[src/i2cme_pkg.sv]
// Shared types and constants for the i2c master bit engine.
// No dependencies; imported by every module of the block.
`timescale 1ns / 1ps

package i2cme_pkg;

   // half period register
   localparam int HalfPeriodW = 10;
   localparam logic [HalfPeriodW-1:0] HalfPeriodReset = 10'd4;

   // bits per byte, counted by the bit index
   localparam logic [3:0] BitsPerByte = 4'd8;

   // command codes as carried in the kind field
   typedef enum logic [2:0] {
      OP_START   = 3'd0,
      OP_STOP    = 3'd1,
      OP_RESTART = 3'd2,
      OP_WRITE   = 3'd3,
      OP_READ    = 3'd4
   } op_type;

   // engine phases
   typedef enum logic [3:0] {
      PH_IDLE     = 4'd0,
      PH_SEQ_A    = 4'd1,
      PH_SEQ_B    = 4'd2,
      PH_SEQ_C    = 4'd3,
      PH_BIT_LOW  = 4'd4,
      PH_BIT_HIGH = 4'd5,
      PH_ACK_LOW  = 4'd6,
      PH_ACK_HIGH = 4'd7,
      PH_RA1      = 4'd8,
      PH_RA2      = 4'd9,
      PH_RA3      = 4'd10,
      PH_RA4      = 4'd11,
      PH_RA5      = 4'd12
   } phase_type;

   // one tick as presented on the input side
   typedef struct packed {
      logic       cmd_valid;
      logic [2:0] kind;
      logic [7:0] write_data;
      logic       send_ack;
      logic       sda_in;
   } req_item_type;

   // one result beat
   typedef struct packed {
      logic       scl_out;
      logic       sda_out;
      logic       busy_res;
      logic       done_res;
      logic [7:0] read_data;
      logic       nack;
   } rsp_item_type;

   // classified tick passed from front to back
   typedef struct packed {
      logic       go;
      op_type     op;
      logic [7:0] write_data;
      logic       send_ack;
      logic       sda_in;
   } tick_type;

endpackage

[src/i2cme_front.sv]
// Front end: decodes each incoming tick and holds it in a two-entry queue.
// Depends on i2cme_pkg.
`timescale 1ns / 1ps

module i2cme_front
   import i2cme_pkg::*;
(
   input  logic         clock,
   input  logic         reset,
   input  logic         push,
   output logic         full,
   input  req_item_type req_data,
   output logic         tick_valid,
   output tick_type     tick_data,
   input  logic         tick_take
);

   logic [1:0] count_ff, count_in;
   logic       wr_ptr_ff, wr_ptr_in;
   logic       rd_ptr_ff, rd_ptr_in;
   tick_type   slot_ff [2];
   tick_type   classified;
   logic       push_ok;
   logic       pop_ok;

   // decode: a command counts only with a known kind
   always_comb begin
      classified.go         = req_data.cmd_valid && (req_data.kind <= 3'(OP_READ));
      classified.op         = op_type'(req_data.kind);
      classified.write_data = req_data.write_data;
      classified.send_ack   = req_data.send_ack;
      classified.sda_in     = req_data.sda_in;
   end

   // queue handshake
   assign full       = (count_ff == 2'd2);
   assign tick_valid = (count_ff != 2'd0);
   assign tick_data  = slot_ff[rd_ptr_ff];
   assign push_ok    = push & ~full;
   assign pop_ok     = tick_take & tick_valid;

   always_comb begin
      count_in  = 2'(count_ff + {1'b0, push_ok} - {1'b0, pop_ok});
      wr_ptr_in = wr_ptr_ff ^ push_ok;
      rd_ptr_in = rd_ptr_ff ^ pop_ok;
   end

   // queue pointers
   always_ff @(posedge clock) begin
      if (reset) begin
         count_ff  <= 2'd0;
         wr_ptr_ff <= 1'b0;
         rd_ptr_ff <= 1'b0;
      end else begin
         count_ff  <= count_in;
         wr_ptr_ff <= wr_ptr_in;
         rd_ptr_ff <= rd_ptr_in;
      end
   end

   // queue storage
   always_ff @(posedge clock) begin
      if (push_ok) begin
         slot_ff[wr_ptr_ff] <= classified;
      end
   end

endmodule

[src/i2cme_back.sv]
// Back end: runs the bus phase sequencer one tick per step and queues results.
// Depends on i2cme_pkg.
`timescale 1ns / 1ps

module i2cme_back
   import i2cme_pkg::*;
(
   input  logic                   clock,
   input  logic                   reset,
   input  logic                   csr_wr_en,
   input  logic [HalfPeriodW-1:0] csr_wr_data,
   input  logic                   tick_valid,
   input  tick_type               tick_data,
   output logic                   tick_take,
   output logic                   empty,
   input  logic                   pop,
   output rsp_item_type           rsp_data
);

   // engine state
   logic [HalfPeriodW-1:0] half_ff;
   phase_type              phase_ff, phase_in;
   op_type                 op_ff, op_in;
   logic [HalfPeriodW-1:0] cnt_ff, cnt_in;
   logic [3:0]             bit_ff, bit_in;
   logic [7:0]             shift_ff, shift_in;
   logic [7:0]             recv_ff, recv_in;
   logic                   nack_ff, nack_in;
   logic                   ack_ff, ack_in;
   logic                   scl_ff, scl_in;
   logic                   sda_ff, sda_in;

   // step helpers
   logic [HalfPeriodW-1:0] half_eff;
   logic [HalfPeriodW-1:0] cnt_inc;
   logic [3:0]             bit_inc;
   logic [7:0]             shifted;
   logic                   done;
   logic                   step;
   rsp_item_type           result;

   // result queue
   logic [1:0]   ocount_ff, ocount_in;
   logic         owr_ff, ord_ff;
   rsp_item_type oslot_ff [2];
   logic         out_full;
   logic         pop_ok;

   assign out_full  = (ocount_ff == 2'd2);
   assign step      = tick_valid & ~out_full;
   assign tick_take = step;

   // a zero half period behaves as one
   assign half_eff = (half_ff == '0) ? HalfPeriodW'(1) : half_ff;
   assign cnt_inc  = cnt_ff + HalfPeriodW'(1);
   assign bit_inc  = bit_ff + 4'd1;
   assign shifted  = {shift_ff[6:0], (op_ff == OP_READ) ? tick_data.sda_in : 1'b0};

   // next state of the sequencer for one tick
   always_comb begin
      phase_in = phase_ff;
      op_in    = op_ff;
      cnt_in   = cnt_ff;
      bit_in   = bit_ff;
      shift_in = shift_ff;
      recv_in  = recv_ff;
      nack_in  = nack_ff;
      ack_in   = ack_ff;
      scl_in   = scl_ff;
      sda_in   = sda_ff;
      done     = 1'b0;
      if (phase_ff == PH_IDLE) begin
         // launch a new command
         if (tick_data.go) begin
            op_in  = tick_data.op;
            cnt_in = '0;
            if (tick_data.op == OP_WRITE || tick_data.op == OP_READ) begin
               bit_in   = 4'd0;
               scl_in   = 1'b0;
               phase_in = PH_BIT_LOW;
               if (tick_data.op == OP_WRITE) begin
                  shift_in = tick_data.write_data;
                  sda_in   = tick_data.write_data[7];
               end else begin
                  shift_in = 8'd0;
                  ack_in   = tick_data.send_ack;
                  sda_in   = 1'b1;
               end
            end else begin
               sda_in   = (tick_data.op != OP_STOP);
               phase_in = PH_SEQ_A;
            end
         end
      end else if (cnt_inc >= half_eff || cnt_inc == '0) begin
         // half period over: move to the next phase
         cnt_in = '0;
         unique case (phase_ff)
            PH_SEQ_A: begin
               scl_in   = 1'b1;
               phase_in = PH_SEQ_B;
            end
            PH_SEQ_B: begin
               sda_in   = (op_ff == OP_STOP);
               phase_in = PH_SEQ_C;
            end
            PH_SEQ_C: begin
               if (op_ff == OP_START) begin
                  scl_in = 1'b0;
               end
               phase_in = PH_IDLE;
               done     = 1'b1;
            end
            PH_BIT_LOW: begin
               scl_in   = 1'b1;
               phase_in = PH_BIT_HIGH;
            end
            PH_BIT_HIGH: begin
               scl_in   = 1'b0;
               bit_in   = bit_inc;
               shift_in = shifted;
               if (bit_inc >= BitsPerByte) begin
                  sda_in = 1'b1;
                  if (op_ff == OP_READ) begin
                     recv_in  = shifted;
                     phase_in = PH_RA1;
                  end else begin
                     phase_in = PH_ACK_LOW;
                  end
               end else begin
                  sda_in   = (op_ff == OP_READ) ? 1'b1 : shifted[7];
                  phase_in = PH_BIT_LOW;
               end
            end
            PH_ACK_LOW: begin
               scl_in   = 1'b1;
               phase_in = PH_ACK_HIGH;
            end
            PH_ACK_HIGH: begin
               nack_in  = tick_data.sda_in;
               scl_in   = 1'b0;
               phase_in = PH_IDLE;
               done     = 1'b1;
            end
            PH_RA1: begin
               sda_in   = ~ack_ff;
               phase_in = PH_RA2;
            end
            PH_RA2: begin
               scl_in   = 1'b1;
               phase_in = PH_RA3;
            end
            PH_RA3: begin
               scl_in   = 1'b0;
               phase_in = PH_RA4;
            end
            PH_RA4: begin
               sda_in   = 1'b1;
               phase_in = PH_RA5;
            end
            PH_RA5: begin
               phase_in = PH_IDLE;
               done     = 1'b1;
            end
            default: begin
               phase_in = PH_IDLE;
            end
         endcase
      end else begin
         cnt_in = cnt_inc;
      end
   end

   // result of this tick
   always_comb begin
      result.scl_out   = scl_in;
      result.sda_out   = sda_in;
      result.busy_res  = (phase_in != PH_IDLE);
      result.done_res  = done;
      result.read_data = recv_in;
      result.nack      = nack_in;
   end

   // half period register
   always_ff @(posedge clock) begin
      if (reset) begin
         half_ff <= HalfPeriodReset;
      end else if (csr_wr_en) begin
         half_ff <= csr_wr_data;
      end
   end

   // sequencer state register
   always_ff @(posedge clock) begin
      if (reset) begin
         phase_ff <= PH_IDLE;
         op_ff    <= OP_START;
         cnt_ff   <= '0;
         bit_ff   <= 4'd0;
         shift_ff <= 8'd0;
         recv_ff  <= 8'd0;
         nack_ff  <= 1'b0;
         ack_ff   <= 1'b0;
         scl_ff   <= 1'b1;
         sda_ff   <= 1'b1;
      end else if (step) begin
         phase_ff <= phase_in;
         op_ff    <= op_in;
         cnt_ff   <= cnt_in;
         bit_ff   <= bit_in;
         shift_ff <= shift_in;
         recv_ff  <= recv_in;
         nack_ff  <= nack_in;
         ack_ff   <= ack_in;
         scl_ff   <= scl_in;
         sda_ff   <= sda_in;
      end
   end

   // result queue handshake
   assign empty    = (ocount_ff == 2'd0);
   assign rsp_data = oslot_ff[ord_ff];
   assign pop_ok   = pop & ~empty;
   assign ocount_in = 2'(ocount_ff + {1'b0, step} - {1'b0, pop_ok});

   always_ff @(posedge clock) begin
      if (reset) begin
         ocount_ff <= 2'd0;
         owr_ff    <= 1'b0;
         ord_ff    <= 1'b0;
      end else begin
         ocount_ff <= ocount_in;
         owr_ff    <= owr_ff ^ step;
         ord_ff    <= ord_ff ^ pop_ok;
      end
   end

   // result queue storage
   always_ff @(posedge clock) begin
      if (step) begin
         oslot_ff[owr_ff] <= result;
      end
   end

endmodule

[src/i2c_master_bit_engine_core.sv]
// Top level of the i2c master bit engine: front decoder/queue and back sequencer.
// Depends on i2cme_pkg, i2cme_front and i2cme_back.
`timescale 1ns / 1ps

// Each pushed beat is one time tick of the engine and yields exactly one result
// beat. The engine sustains one tick per clock: the phase sequencer in the back
// end takes one step per cycle, so a tick can be pushed every cycle while results
// are popped every cycle. An accepted tick is registered in the input queue; the
// sequencer step that takes it registers its result into the result queue, from
// which it shows on the result ports and can be popped.
// Both queues hold two beats, so either side may stall on its own; full rises
// only when the result side has stalled long enough to back the queues up.
// The half period register may be written at any time the engine has no ticks
// in flight; a value of zero acts as one.

module i2c_master_bit_engine_core
   import i2cme_pkg::*;
(
   input  logic                   clock,
   input  logic                   reset,
   input  logic                   push,
   output logic                   full,
   input  req_item_type           req_data,
   output logic                   empty,
   input  logic                   pop,
   output rsp_item_type           rsp_data,
   input  logic                   csr_wr_en,
   input  logic [HalfPeriodW-1:0] csr_wr_data
);

   logic     tick_valid;
   logic     tick_take;
   tick_type tick_data;

   // decode and buffer incoming ticks
   i2cme_front u_front (
      .clock      (clock),
      .reset      (reset),
      .push       (push),
      .full       (full),
      .req_data   (req_data),
      .tick_valid (tick_valid),
      .tick_data  (tick_data),
      .tick_take  (tick_take)
   );

   // run the bus sequencer and queue results
   i2cme_back u_back (
      .clock       (clock),
      .reset       (reset),
      .csr_wr_en   (csr_wr_en),
      .csr_wr_data (csr_wr_data),
      .tick_valid  (tick_valid),
      .tick_data   (tick_data),
      .tick_take   (tick_take),
      .empty       (empty),
      .pop         (pop),
      .rsp_data    (rsp_data)
   );

endmodule

[config.mk]
export PLATFORM = sky130hd
export DESIGN_NAME = i2c_master_bit_engine_core
export DESIGN_NICKNAME = d
export VERILOG_FILES = /design/src/i2cme_pkg.sv /design/src/i2cme_front.sv /design/src/i2cme_back.sv /design/src/i2c_master_bit_engine_core.sv
export SDC_FILE = /design/constraint.sdc
export NUM_CORES = 1
export LEC_CHECK = 0
export ABC_AREA = 1
export BUFFER_PORTS_ARGS = -buffer_cell sky130_fd_sc_hd__buf_2
export CAP_MARGIN = 20
export CORE_MARGIN = 10
export CORE_UTILIZATION = 60
export DETAILED_ROUTE_END_ITERATION = 7
export GPL_ROUTABILITY_DRIVEN = 0
export GPL_TIMING_DRIVEN = 0
export PLACE_DENSITY_LB_ADDON = 0.15
export SLEW_MARGIN = 25
export SYNTH_ARGS = -nofsm -noshare
export SYNTH_HDL_FRONTEND = slang
export SYNTH_SLANG_ARGS = --single-unit
export TNS_END_PERCENT = 1
[constraint.sdc]
create_clock -name clock -period 8.5 [get_ports clock]
set_input_delay 1.275 -clock clock [delete_from_list [all_inputs] [get_ports clock]]
set_output_delay 1.275 -clock clock [all_outputs]
set_load 0.02 [all_outputs]
### Word-level counts from Yosys, hierarchy flattened

Memories as Yosys holds them, arrays and structs flattened. A register that Yosys moved wholly into a read port is not among the register bits.
Index checks and enable logic that the tools add are counted.

* add/subtract/negate cells: 6
* $lt $le $gt $ge: 3
* eq/ne operators: 21
* muxes and demuxes: 54
* bitwise operators: 13
* reductions and logical operators: 19

Operators by type and width (count)
* $mux 7: 6
* $mux 10: 4
* $mux 4: 10
* $mux 8: 5
* $pmux 4 s9: 1
* $mux 1: 25
* $eq 4x4->1 const B: 5
* $logic_not 10->1: 2
* $eq 4x3->1 const B: 4
* $add 10x1->10 const B: 1
* $ge 10x10->1: 1
* $reduce_and 5->1: 2
* $eq 4x2->1 const B: 2
* $eq 3x3->1 const B: 2
* $reduce_bool 2->1: 3
* $reduce_or 3->1: 2
* $not 1->1: 5
* $add 2x1->2: 2
* $add 4x1->4 const B: 1
* $and 1x1->1: 4
* $eq 2x2->1 const B: 2
* $eq 4x1->1 const B: 1
* $ge 4x4->1 const B: 1
* $logic_not 4->1: 1
* other kinds (18): 24

* register bits: 58
* memory bits (writable): 54
* input port bits: 29
* output and inout bits: 15
* word-level logic and storage cells: 135
* memories kept: 2

Memories
* u_front.slot_ff: words 2, bits a word 14, rd ports 1, clocked after memory_dff 1, write ports 1, RTL line i2cme_front.sv:21 `tick_type slot_ff [2];`
* u_back.oslot_ff: words 2, bits a word 13, rd ports 1, clocked after memory_dff 1, write ports 1, RTL line i2cme_back.sv:45 `rsp_item_type oslot_ff [2];`

### Logic depth before layout (Yosys ltp)

Gate-level depths: netlist of run 1.

* depth in word-level cells: 7
* gate-level depth with buffers: 21
* gate-level depth less buffers: 19

### By module

A second synthesis of run 1 with hierarchy kept.

* cells, all modules: 679
* area total of the unflattened synthesis: 5824.3 sq um

By module, submodules not included
* i2cme_back: times used 1, cells each 598, area an instance 4516.8 sq um, seq. area each 1861.8 sq um
* i2cme_front: times used 1, cells each 81, area an instance 1307.5 sq um, seq. area each 920.9 sq um

### Worst setup path after synthesis of run 1

OpenSTA, ideal clock, no wires.

* path kind: register to register
* start: register u_back.cnt_ff[2]
* end: memory u_back.oslot_ff[0][10] in the netlist's numbering (data pin)
* setup time: 258 ps
* arrival time: 2582 ps
* data required time: 8242 ps
* slack: 5660 ps
* cell stages (with the launch flop): 19
* buffers on the path: 3
* clock period less this slack: 2840 ps
* cells stage by stage: dfxtp_1 > buf_2 > nand3_2 > nor2_1 > nand2_1 > xor2_1 > inv_1 > ha_1 > a21oi_1 > nand3b_1 > nand3_1 > nor2_1 > nand2_4 > buf_8 > buf_8 > o21ai_2 > nand2_1 > nor2_1 > nand2_1

RTL lines
* from (decl): RTL line i2cme_back.sv:24 `logic [HalfPeriodW-1:0] cnt_ff, cnt_in;`
* from (signal assigned): RTL line i2cme_back.sv:208 `cnt_ff <= cnt_in;`
* to (decl): RTL line i2cme_back.sv:45

==> flow_metrics.py, run 1 <==
metrics = {
    "clocking": {
        "post_cts_buffers": 0,
        "clk_transition_reported_paths_ps": 100,
        "total_clock_buffers_created_by_cts": 9,
        "insertion_delay_ps": 370,
        "tritoncts": "built",
        "numClockSinks": 112,
        "h_tree_level_count": 3,
        "ctsResizeCount": 0,
        "clockBufferDepth": 2,
        "hold_fix_buffer_count_after_cts": 0,
        "clk_root_buffer_cell": "sky130_fd_sc_hd__clkbuf_8",
    },
    "pwr": {
        "power.sequential.fraction_pct": 39.5,
        "clkPwrFrac_pct": 16.8,
        "comb_power_share_pct": 43.7,
        "ir_worst_vdd_v": 0.0002100,
        "power.internal_uw": 1186,
        "totalPowerFinal_uw": 2048,
        "powerDensity_mw_per_mm2": 326.8,
        "static-leakage-power_uw": 0.002717,
        "power.net_switching_uw": 862.3,
        "switching_share_pct": 42.11,
    },
    "worst_hold_path": {
        "hold_start": "u_back.half_ff[0]",
        "min_path_cells": 2,
        "hold_path_end": "u_back.half_ff[0]",
        "hold_path_class": "register to register",
    },
    "die": {
        "fp.dieH_um": 117.2,
        "die_area_mm2": 0.01375,
        "std_cell_rows": 35,
        "die_x_um": 117.2,
        "start_util_pct": 61.41,
        "core_mm2": 0.009240,
        "num_io_pins": 44,
    },
    "synthesis": {
        "yosysSeqAreaShare_pct": 49.04,
        "synth.net_count": 743,
        "mean_instance_size_in_the_synthesized_netlist_um2": 8.176,
        "count_of_flip_flops_with_a_built_in_enable_after_synthesis": 54,
        "synthesis.area_mm2": 0.005674,
        "synth.lib_cells_used.distinct": 41,
        "synth.ff_latch_count": 112,
        "synth_async_sr_flop_share_pct": 0,
        "netlist_instances": 694,
        "ys.flop_type": "sky130_fd_sc_hd__dfxtp_1",
        "yosysWarningCount": 0,
    },
    "worst_setup_path": {
        "timing.reg2reg.worst_path_depth": 18,
        "required_ps": 8620,
        "arrival_ps": 3370,
        "critical_path.max_fanout": 10,
        "ff_to_ff_setup_slack_ps": 5250,
        "critical_path.reg2reg.startpoint": "u_back.cnt_ff[2]",
        "critical_setup_path_class": "register to register",
        "critical_path_end_type": "register",
        "worstSetupStartpointType": "register",
        "worst_r2r_endpoint": "u_back.oslot_ff[0][10]",
    },
    "global_routing": {
        "grt_util_met3_pct": 3.364,
        "grt_antenna_before_repair": 0,
        "grt_first_pass_wirelength_mm": 19.33,
        "grt_pass1_vias": 4248,
        "grtUsageMet2_pct": 27.51,
        "grt_overflow": 0,
        "use_met1_pct": 23.68,
        "grt.busiest_layer": "met2",
        "grt_max_degree": 20,
        "grt_usage_pct": 17.30,
    },
    "drt": {
        "finalWirelength_mm": 11.54,
        "ant_nets": 0,
        "drtPass1Iterations": 5,
        "dr_total_vias": 4617,
        "drtIter0Drc": 309,
        "drt-wirelength-per-cell_um": 13.10,
        "drcViolationCount": 0,
        "detail_route.vias_per_cell": 5.241,
    },
    "placed_design": {
        "placedInstanceArea_mm2": 0.006046,
        "number_of_port_buffers": 42,
        "dp_hpwl_mm": 8.688,
    },
    "sta": {
        "clock.fmax_ghz": 0.3073,
        "finalSetupViolations": 0,
        "timing_max_transition_violations_final": 0,
        "fin_crit_ps": 3254,
        "timing.slew.headroom_pct": 56.08,
        "timing.setup.tns_ps": 0,
        "fin_crit_sh_pct": 38.28,
        "worst_slew_pin_slew_ps": 658.7,
        "timing.final.hold_violations": 0,
        "worst_clock_skew_ps": 14.28,
        "rsz0062_at_grt": "false",
    },
    "finish": {
        "area.growth.synth_to_final_pct": 10.43,
        "post_route_cells_drive_above_1_share_pct": 12.90,
        "layout.nets": 796,
        "antenna_cells": 0,
        "final_area_mm2": 0.006266,
    },
    "flow_run": {
        "max-cap-violations": 0,
    },
    "status": {
        "run_status": "complete, no violations",
    },
}
logic make-up after synthesis:
group / after synthesis / share of synthesized area [%]
adders and majority gates: 20 / 4.410
DFF: 112 / 49.04
and+or+nand+nor: 283 / 21.21
AOI/OAI and AO/OA: 163 / 16.23
buffers and inverters: 109 / 8.027
xor gates and xnor gates: 7 / 1.081
flip-flops by register name, indices dropped and copies added (netlist names):
name,flops
u_front.wr_ptr_ff,1
u_back.sda_ff,1
u_back.phase_ff,4
u_back.cnt_ff,10
u_back.op_ff,3
u_back.nack_ff,1
u_back.half_ff,10
u_front.rd_ptr_ff,1
u_back.owr_ff,1
u_back.bit_ff,4
u_back.oslot_ff,26
u_front.slot_ff,28
u_back.ocount_ff,2
u_back.ack_ff,1
u_back.shift_ff,7
u_back.ord_ff,1
u_back.recv_ff,8
u_back.scl_ff,1
u_front.count_ff,2
final cells by class:
cell class	count	area (um^2)
Tap cell	129	161.4
Buffer	28	151.4
Fill cell	772	2974
Multi-Input combinational cell	473	2436
Clock buffer	10	127.6
Sequential cell	112	2783
Inverter	81	304.0
Clock inverter	6	92.59
Timing Repair Buffer	42	210.2
cells in the mapped netlist, types with 2 or more instances:
cell | count | area, um^2
sky130_fd_sc_hd__nand3_1 | 26 | 130.1
sky130_fd_sc_hd__o21ai_1 | 23 | 115.1
sky130_fd_sc_hd__o41ai_1 | 6 | 52.55
sky130_fd_sc_hd__nor2_4 | 4 | 45.04
sky130_fd_sc_hd__nand4_1 | 5 | 31.28
sky130_fd_sc_hd__buf_8 | 2 | 30.03
sky130_fd_sc_hd__nor3_1 | 5 | 25.02
sky130_fd_sc_hd__xor2_1 | 6 | 52.55
sky130_fd_sc_hd__nand2_2 | 5 | 31.28
sky130_fd_sc_hd__edfxtp_1 | 54 | 1622
sky130_fd_sc_hd__a22oi_1 | 3 | 22.52
sky130_fd_sc_hd__nand3b_1 | 2 | 15.01
sky130_fd_sc_hd__a21oi_1 | 55 | 275.3
sky130_fd_sc_hd__inv_2 | 5 | 18.77
sky130_fd_sc_hd__inv_1 | 73 | 274.0
sky130_fd_sc_hd__o21ai_0 | 53 | 265.3
sky130_fd_sc_hd__o22ai_1 | 2 | 12.51
sky130_fd_sc_hd__o21ai_2 | 14 | 122.6
sky130_fd_sc_hd__ha_1 | 20 | 250.2
sky130_fd_sc_hd__o21bai_1 | 2 | 15.01
sky130_fd_sc_hd__clkbuf_1 | 21 | 78.83
sky130_fd_sc_hd__dfxtp_1 | 58 | 1161
sky130_fd_sc_hd__nand2_1 | 166 | 623.1
sky130_fd_sc_hd__a211oi_1 | 2 | 15.01
sky130_fd_sc_hd__buf_2 | 3 | 15.01
sky130_fd_sc_hd__nor2_1 | 62 | 232.7
sky130_fd_sc_hd__clkinv_1 | 3 | 11.26
layer usage:
metal,up-vias,routed length [um]
met5,-,0
met1,2067,5621
li1,2415,-
met3,11,608
met4,0,87
met2,124,5227
worst max path at each step:
stage | startpoint | end | slack, ps | cells after the start
after floorplan | u_back.cnt_ff[2] | u_back.oslot_ff[0][10] | 5660 | 18
after global placement | u_back.cnt_ff[2] | u_back.oslot_ff[0][10] | 5400 | 18
after detailed placement | u_back.cnt_ff[0] | u_back.oslot_ff[1][10] | 5310 | 17
after CTS | u_back.cnt_ff[0] | u_back.oslot_ff[0][10] | 5280 | 17
after global routing | u_back.cnt_ff[0] | u_back.oslot_ff[1][10] | 4940 | 17
final | u_back.cnt_ff[2] | u_back.oslot_ff[0][10] | 5250 | 18
metrics by stage:
step                      hold WS [ps]  utilization [%]  worst slack [ps]  std cells
final                            470.3            67.81              5246        881
after CTS                        473.2            67.81              5276        881
after global placement           453.1            65.43              5399        865
after floorplan                  429.2                -              5660        694
after global routing             500.3            67.81              4943        881
after detailed placement         458.1            65.43              5313        865
critical path, stage by stage, from the launching register on:
cell and delay [ps]:
sky130_fd_sc_hd__dfxtp_1 320, sky130_fd_sc_hd__buf_2 180, sky130_fd_sc_hd__nand3_2 120, sky130_fd_sc_hd__nor2_1 170, sky130_fd_sc_hd__nand2_1 90, sky130_fd_sc_hd__xor2_1 270, sky130_fd_sc_hd__inv_1 130, sky130_fd_sc_hd__ha_1 330
sky130_fd_sc_hd__a21oi_1 120, sky130_fd_sc_hd__nand3b_1 120, sky130_fd_sc_hd__nand3_1 70, sky130_fd_sc_hd__nor2_1 330, sky130_fd_sc_hd__nand2_4 90, sky130_fd_sc_hd__buf_8 160, sky130_fd_sc_hd__buf_8 140, sky130_fd_sc_hd__nand2_1 60
sky130_fd_sc_hd__nand3_1 80, sky130_fd_sc_hd__nor2_1 130, sky130_fd_sc_hd__nand2_1 80
cell usage in the layout, fill, tap and decap left out, types with 2 or more instances in the layout:
cell type / netlist / routed
sky130_fd_sc_hd__nand2_1: 166 / 166
sky130_fd_sc_hd__inv_1: 73 / 73
sky130_fd_sc_hd__nor2_1: 62 / 62
sky130_fd_sc_hd__dfxtp_1: 58 / 58
sky130_fd_sc_hd__a21oi_1: 55 / 55
sky130_fd_sc_hd__edfxtp_1: 54 / 54
sky130_fd_sc_hd__o21ai_0: 53 / 53
sky130_fd_sc_hd__buf_2: 3 / 45
sky130_fd_sc_hd__nand3_1: 26 / 26
sky130_fd_sc_hd__o21ai_1: 23 / 23
sky130_fd_sc_hd__clkbuf_1: 21 / 22
sky130_fd_sc_hd__ha_1: 20 / 20
sky130_fd_sc_hd__o21ai_2: 14 / 14
sky130_fd_sc_hd__clkbuf_8: 0 / 9
sky130_fd_sc_hd__xor2_1: 6 / 6
sky130_fd_sc_hd__o41ai_1: 6 / 6
sky130_fd_sc_hd__nand4_1: 5 / 5
sky130_fd_sc_hd__nand2_2: 5 / 5
sky130_fd_sc_hd__inv_2: 5 / 5
sky130_fd_sc_hd__nor3_1: 5 / 5
sky130_fd_sc_hd__nor2_4: 4 / 4
sky130_fd_sc_hd__clkinv_1: 3 / 3
sky130_fd_sc_hd__a22oi_1: 3 / 3
sky130_fd_sc_hd__nand3b_1: 2 / 2
sky130_fd_sc_hd__o21bai_1: 2 / 2
sky130_fd_sc_hd__buf_8: 2 / 2
sky130_fd_sc_hd__o22ai_1: 2 / 2
sky130_fd_sc_hd__a211oi_1: 2 / 2
sky130_fd_sc_hd__bufinv_16: 0 / 2
sky130_fd_sc_hd__inv_6: 0 / 2
sky130_fd_sc_hd__clkinvlp_4: 0 / 2
power groups by stage:
stage	sequential, uW	clock, uW	combinational (uW)
CTS	807	350	893
global placement	815	0	863
global route	822	372	1020
detailed placement	820	0	888
finish	808	345	895
floorplan	802	0	672
Power figures use the tool's default switching activity.
==> inputs of run 2 (changes only) <==
==> constraint.sdc (replaced) <==
create_clock -name clock -period 3.4 [get_ports clock]
set_input_delay 0.51 -clock clock [delete_from_list [all_inputs] [get_ports clock]]
set_output_delay 0.51 -clock clock [all_outputs]
set_load 0.02 [all_outputs]
==> run 2 against run 1 <==
Compared with the run above: worst hold slack worse by 150 ps; power rose to 2.5 times the previous value; global-route usage unchanged; register-to-register slack worse by 4900 ps; sequential cell count unchanged; combinational power rose to 2.5 times the previous value; worst setup slack worse by 4900 ps; core utilization up 0.11 points; sequential share of layout area down 0.071 points; via count up 0.97%.
==> flow_metrics.py, run 2 (synthesis gave the netlist of run 1 again) <==
metrics = {
    "sta": {
        "fin_crit_ps": 3099,
        "fin_crit_sh_pct": 91.13,
        "timing.slew.headroom_pct": 56.53,
        "layout_setup_ws_ps": 301.5,
        "finalSetupViolations": 0,
        "worst_slew_pin_slew_ps": 652.0,
        "timing_max_transition_violations_final": 0,
        "timing.final.hold_violations": 0,
        "worst_clock_skew_ps": 14.23,
        "clock.fmax_ghz": 0.3227,
    },
    "placed_design": {
        "dp.cells": 865,
        "dp_hpwl_mm": 8.688,
        "number_of_port_buffers": 42,
        "dpl_ws_ps": 213.3,
    },
    "worst_setup_path": {
        "critical_path_end_type": "register",
        "critical_setup_path_class": "register to register",
        "arrival_ps": 3220,
        "timing.reg2reg.worst_path_depth": 18,
        "critical_path.max_fanout": 10,
        "required_ps": 3520,
        "worstSetupStartpointType": "register",
    },
    "finish": {
        "area.growth.synth_to_final_pct": 10.61,
        "layout.cells.most_common": "sky130_fd_sc_hd__nand2_1",
        "max_flop_register": "u_front.slot_ff",
        "layout.nets": 796,
        "largest_registers_ranked_by_flip_flop_count": "u_front.slot_ff (28), u_back.oslot_ff (26)",
        "final_cells": 881,
        "antenna_cells": 0,
        "most-common-layout-cells": "166 x sky130_fd_sc_hd__nand2_1, 73 x sky130_fd_sc_hd__inv_1, 61 x sky130_fd_sc_hd__nor2_1",
        "largest_register_ff_count": 28,
        "post_route_cells_drive_above_1_share_pct": 13.16,
    },
    "die": {
        "start_util_pct": 61.41,
        "fp.dieH_um": 117.2,
        "die_area_mm2": 0.01375,
        "num_io_pins": 44,
        "std_cell_rows": 35,
        "die_x_um": 117.2,
        "core_mm2": 0.009240,
    },
    "global_routing": {
        "grt_max_degree": 20,
        "grt_overflow": 0,
        "grt_usage_pct": 17.30,
        "grt_pass1_vias": 4248,
        "grt_antenna_before_repair": 0,
        "grt_first_pass_wirelength_mm": 19.33,
    },
    "clocking": {
        "clk_root_buffer_cell": "sky130_fd_sc_hd__clkbuf_8",
        "clk_transition_reported_paths_ps": 100,
        "tritoncts": "built",
        "insertion_delay_ps": 370,
        "clockBufferDepth": 2,
        "total_clock_buffers_created_by_cts": 9,
        "hold_fix_buffer_count_after_cts": 0,
        "numClockSinks": 112,
        "h_tree_level_count": 3,
    },
    "drt": {
        "drtIter0Drc": 292,
        "drt-wirelength-per-cell_um": 13.11,
        "ant_nets": 0,
        "dr_total_vias": 4662,
        "drcViolationCount": 0,
        "drtPass1Iterations": 5,
        "finalWirelength_mm": 11.55,
        "detail_route.vias_per_cell": 5.292,
    },
    "worst_hold_path": {
        "hold_path_class": "input pin to register",
        "min_path_cells": 1,
    },
    "pwr": {
        "powerDensity_mw_per_mm2": 816.8,
        "static-leakage-power_uw": 0.002720,
        "ir_worst_vdd_v": 0.0005268,
    },
    "flow_run": {
        "max-cap-violations": 0,
    },
    "status": {
        "run_status": "complete, no violations",
    },
}
==> run 2: final cells by class <==
type                    instances  area (um^2)
repair buffers                 42        210.2
flip-flops and latches        112         2783
clock buffers                  10        127.6
plain buffers                  28        151.4
clock inverters                 6        92.59
well taps                     129        161.4
fillers                       770         2964
multi-input cells             473         2446
inverters                      81        304.0
==> run 2: worst max-delay path: stages, from the launching register on <==
cell                       delay (ps)
sky130_fd_sc_hd__dfxtp_1          320
sky130_fd_sc_hd__buf_2            180
sky130_fd_sc_hd__nand3_2          120
sky130_fd_sc_hd__nor2_1           170
sky130_fd_sc_hd__nand2_1          120
sky130_fd_sc_hd__xor2_2           200
sky130_fd_sc_hd__inv_1            110
sky130_fd_sc_hd__ha_1             320
sky130_fd_sc_hd__a21oi_1          120
sky130_fd_sc_hd__nand3b_1         120
sky130_fd_sc_hd__nand3_1           90
sky130_fd_sc_hd__nor2_2           240
sky130_fd_sc_hd__nand2_4           80
sky130_fd_sc_hd__buf_8            160
sky130_fd_sc_hd__buf_8            140
sky130_fd_sc_hd__nand2_1           50
sky130_fd_sc_hd__o21ai_1           80
sky130_fd_sc_hd__nor2_1           150
sky130_fd_sc_hd__nand2_1           80
==> run 2: stage by stage <==
step                      total power, uW  hold slack, ps  util (%)  instance area (um^2)  setup TNS, ps
after floorplan                      3685           429.2         -                  5674              0
after global placement               4195           453.1     65.43                  6046              0
after detailed placement             4271           458.1     65.43                  6046              0
after CTS                            5126           314.1     67.81                  6266              0
after global routing                 5535           305.1     67.92                  6276         -23.29
final                                5126           320.8     67.92                  6276              0
==> run 2: metal layers <==
metal | share of wire, % | GRT usage, %
met4 | 1.1 | 4.283
met2 | 45 | 27.51
met5 | 0 | 0
met1 | 48 | 23.68
met3 | 5.6 | 3.364
==> run 2: timing repair <==
item                                    in CTS  in global routing
resized for setup                            0                  2
endpoints found under the setup margin       0                  2
buffers inserted                             0                  0
==> run 2: path summary, 6_finish.rpt <==
path                          start                      to  slack [ps]
hold reg to reg   u_back.half_ff[0]       u_back.half_ff[0]         470
setup reg to reg   u_back.cnt_ff[2]  u_back.oslot_ff[0][10]         300
hold / removal          req_data[4]   u_front.slot_ff[0][4]         320
setup / recovery   u_back.cnt_ff[2]  u_back.oslot_ff[0][10]         300
==> run 2: power by group <==
| group | total, uW | internal, uW | switching (uW) |
|---|---|---|---|
| clock network | 865 | 421 | 444 |
| logic | 2240 | 690 | 1550 |
| registers | 2020 | 1850 | 167 |
| total | 5130 | 2960 | 2160 |
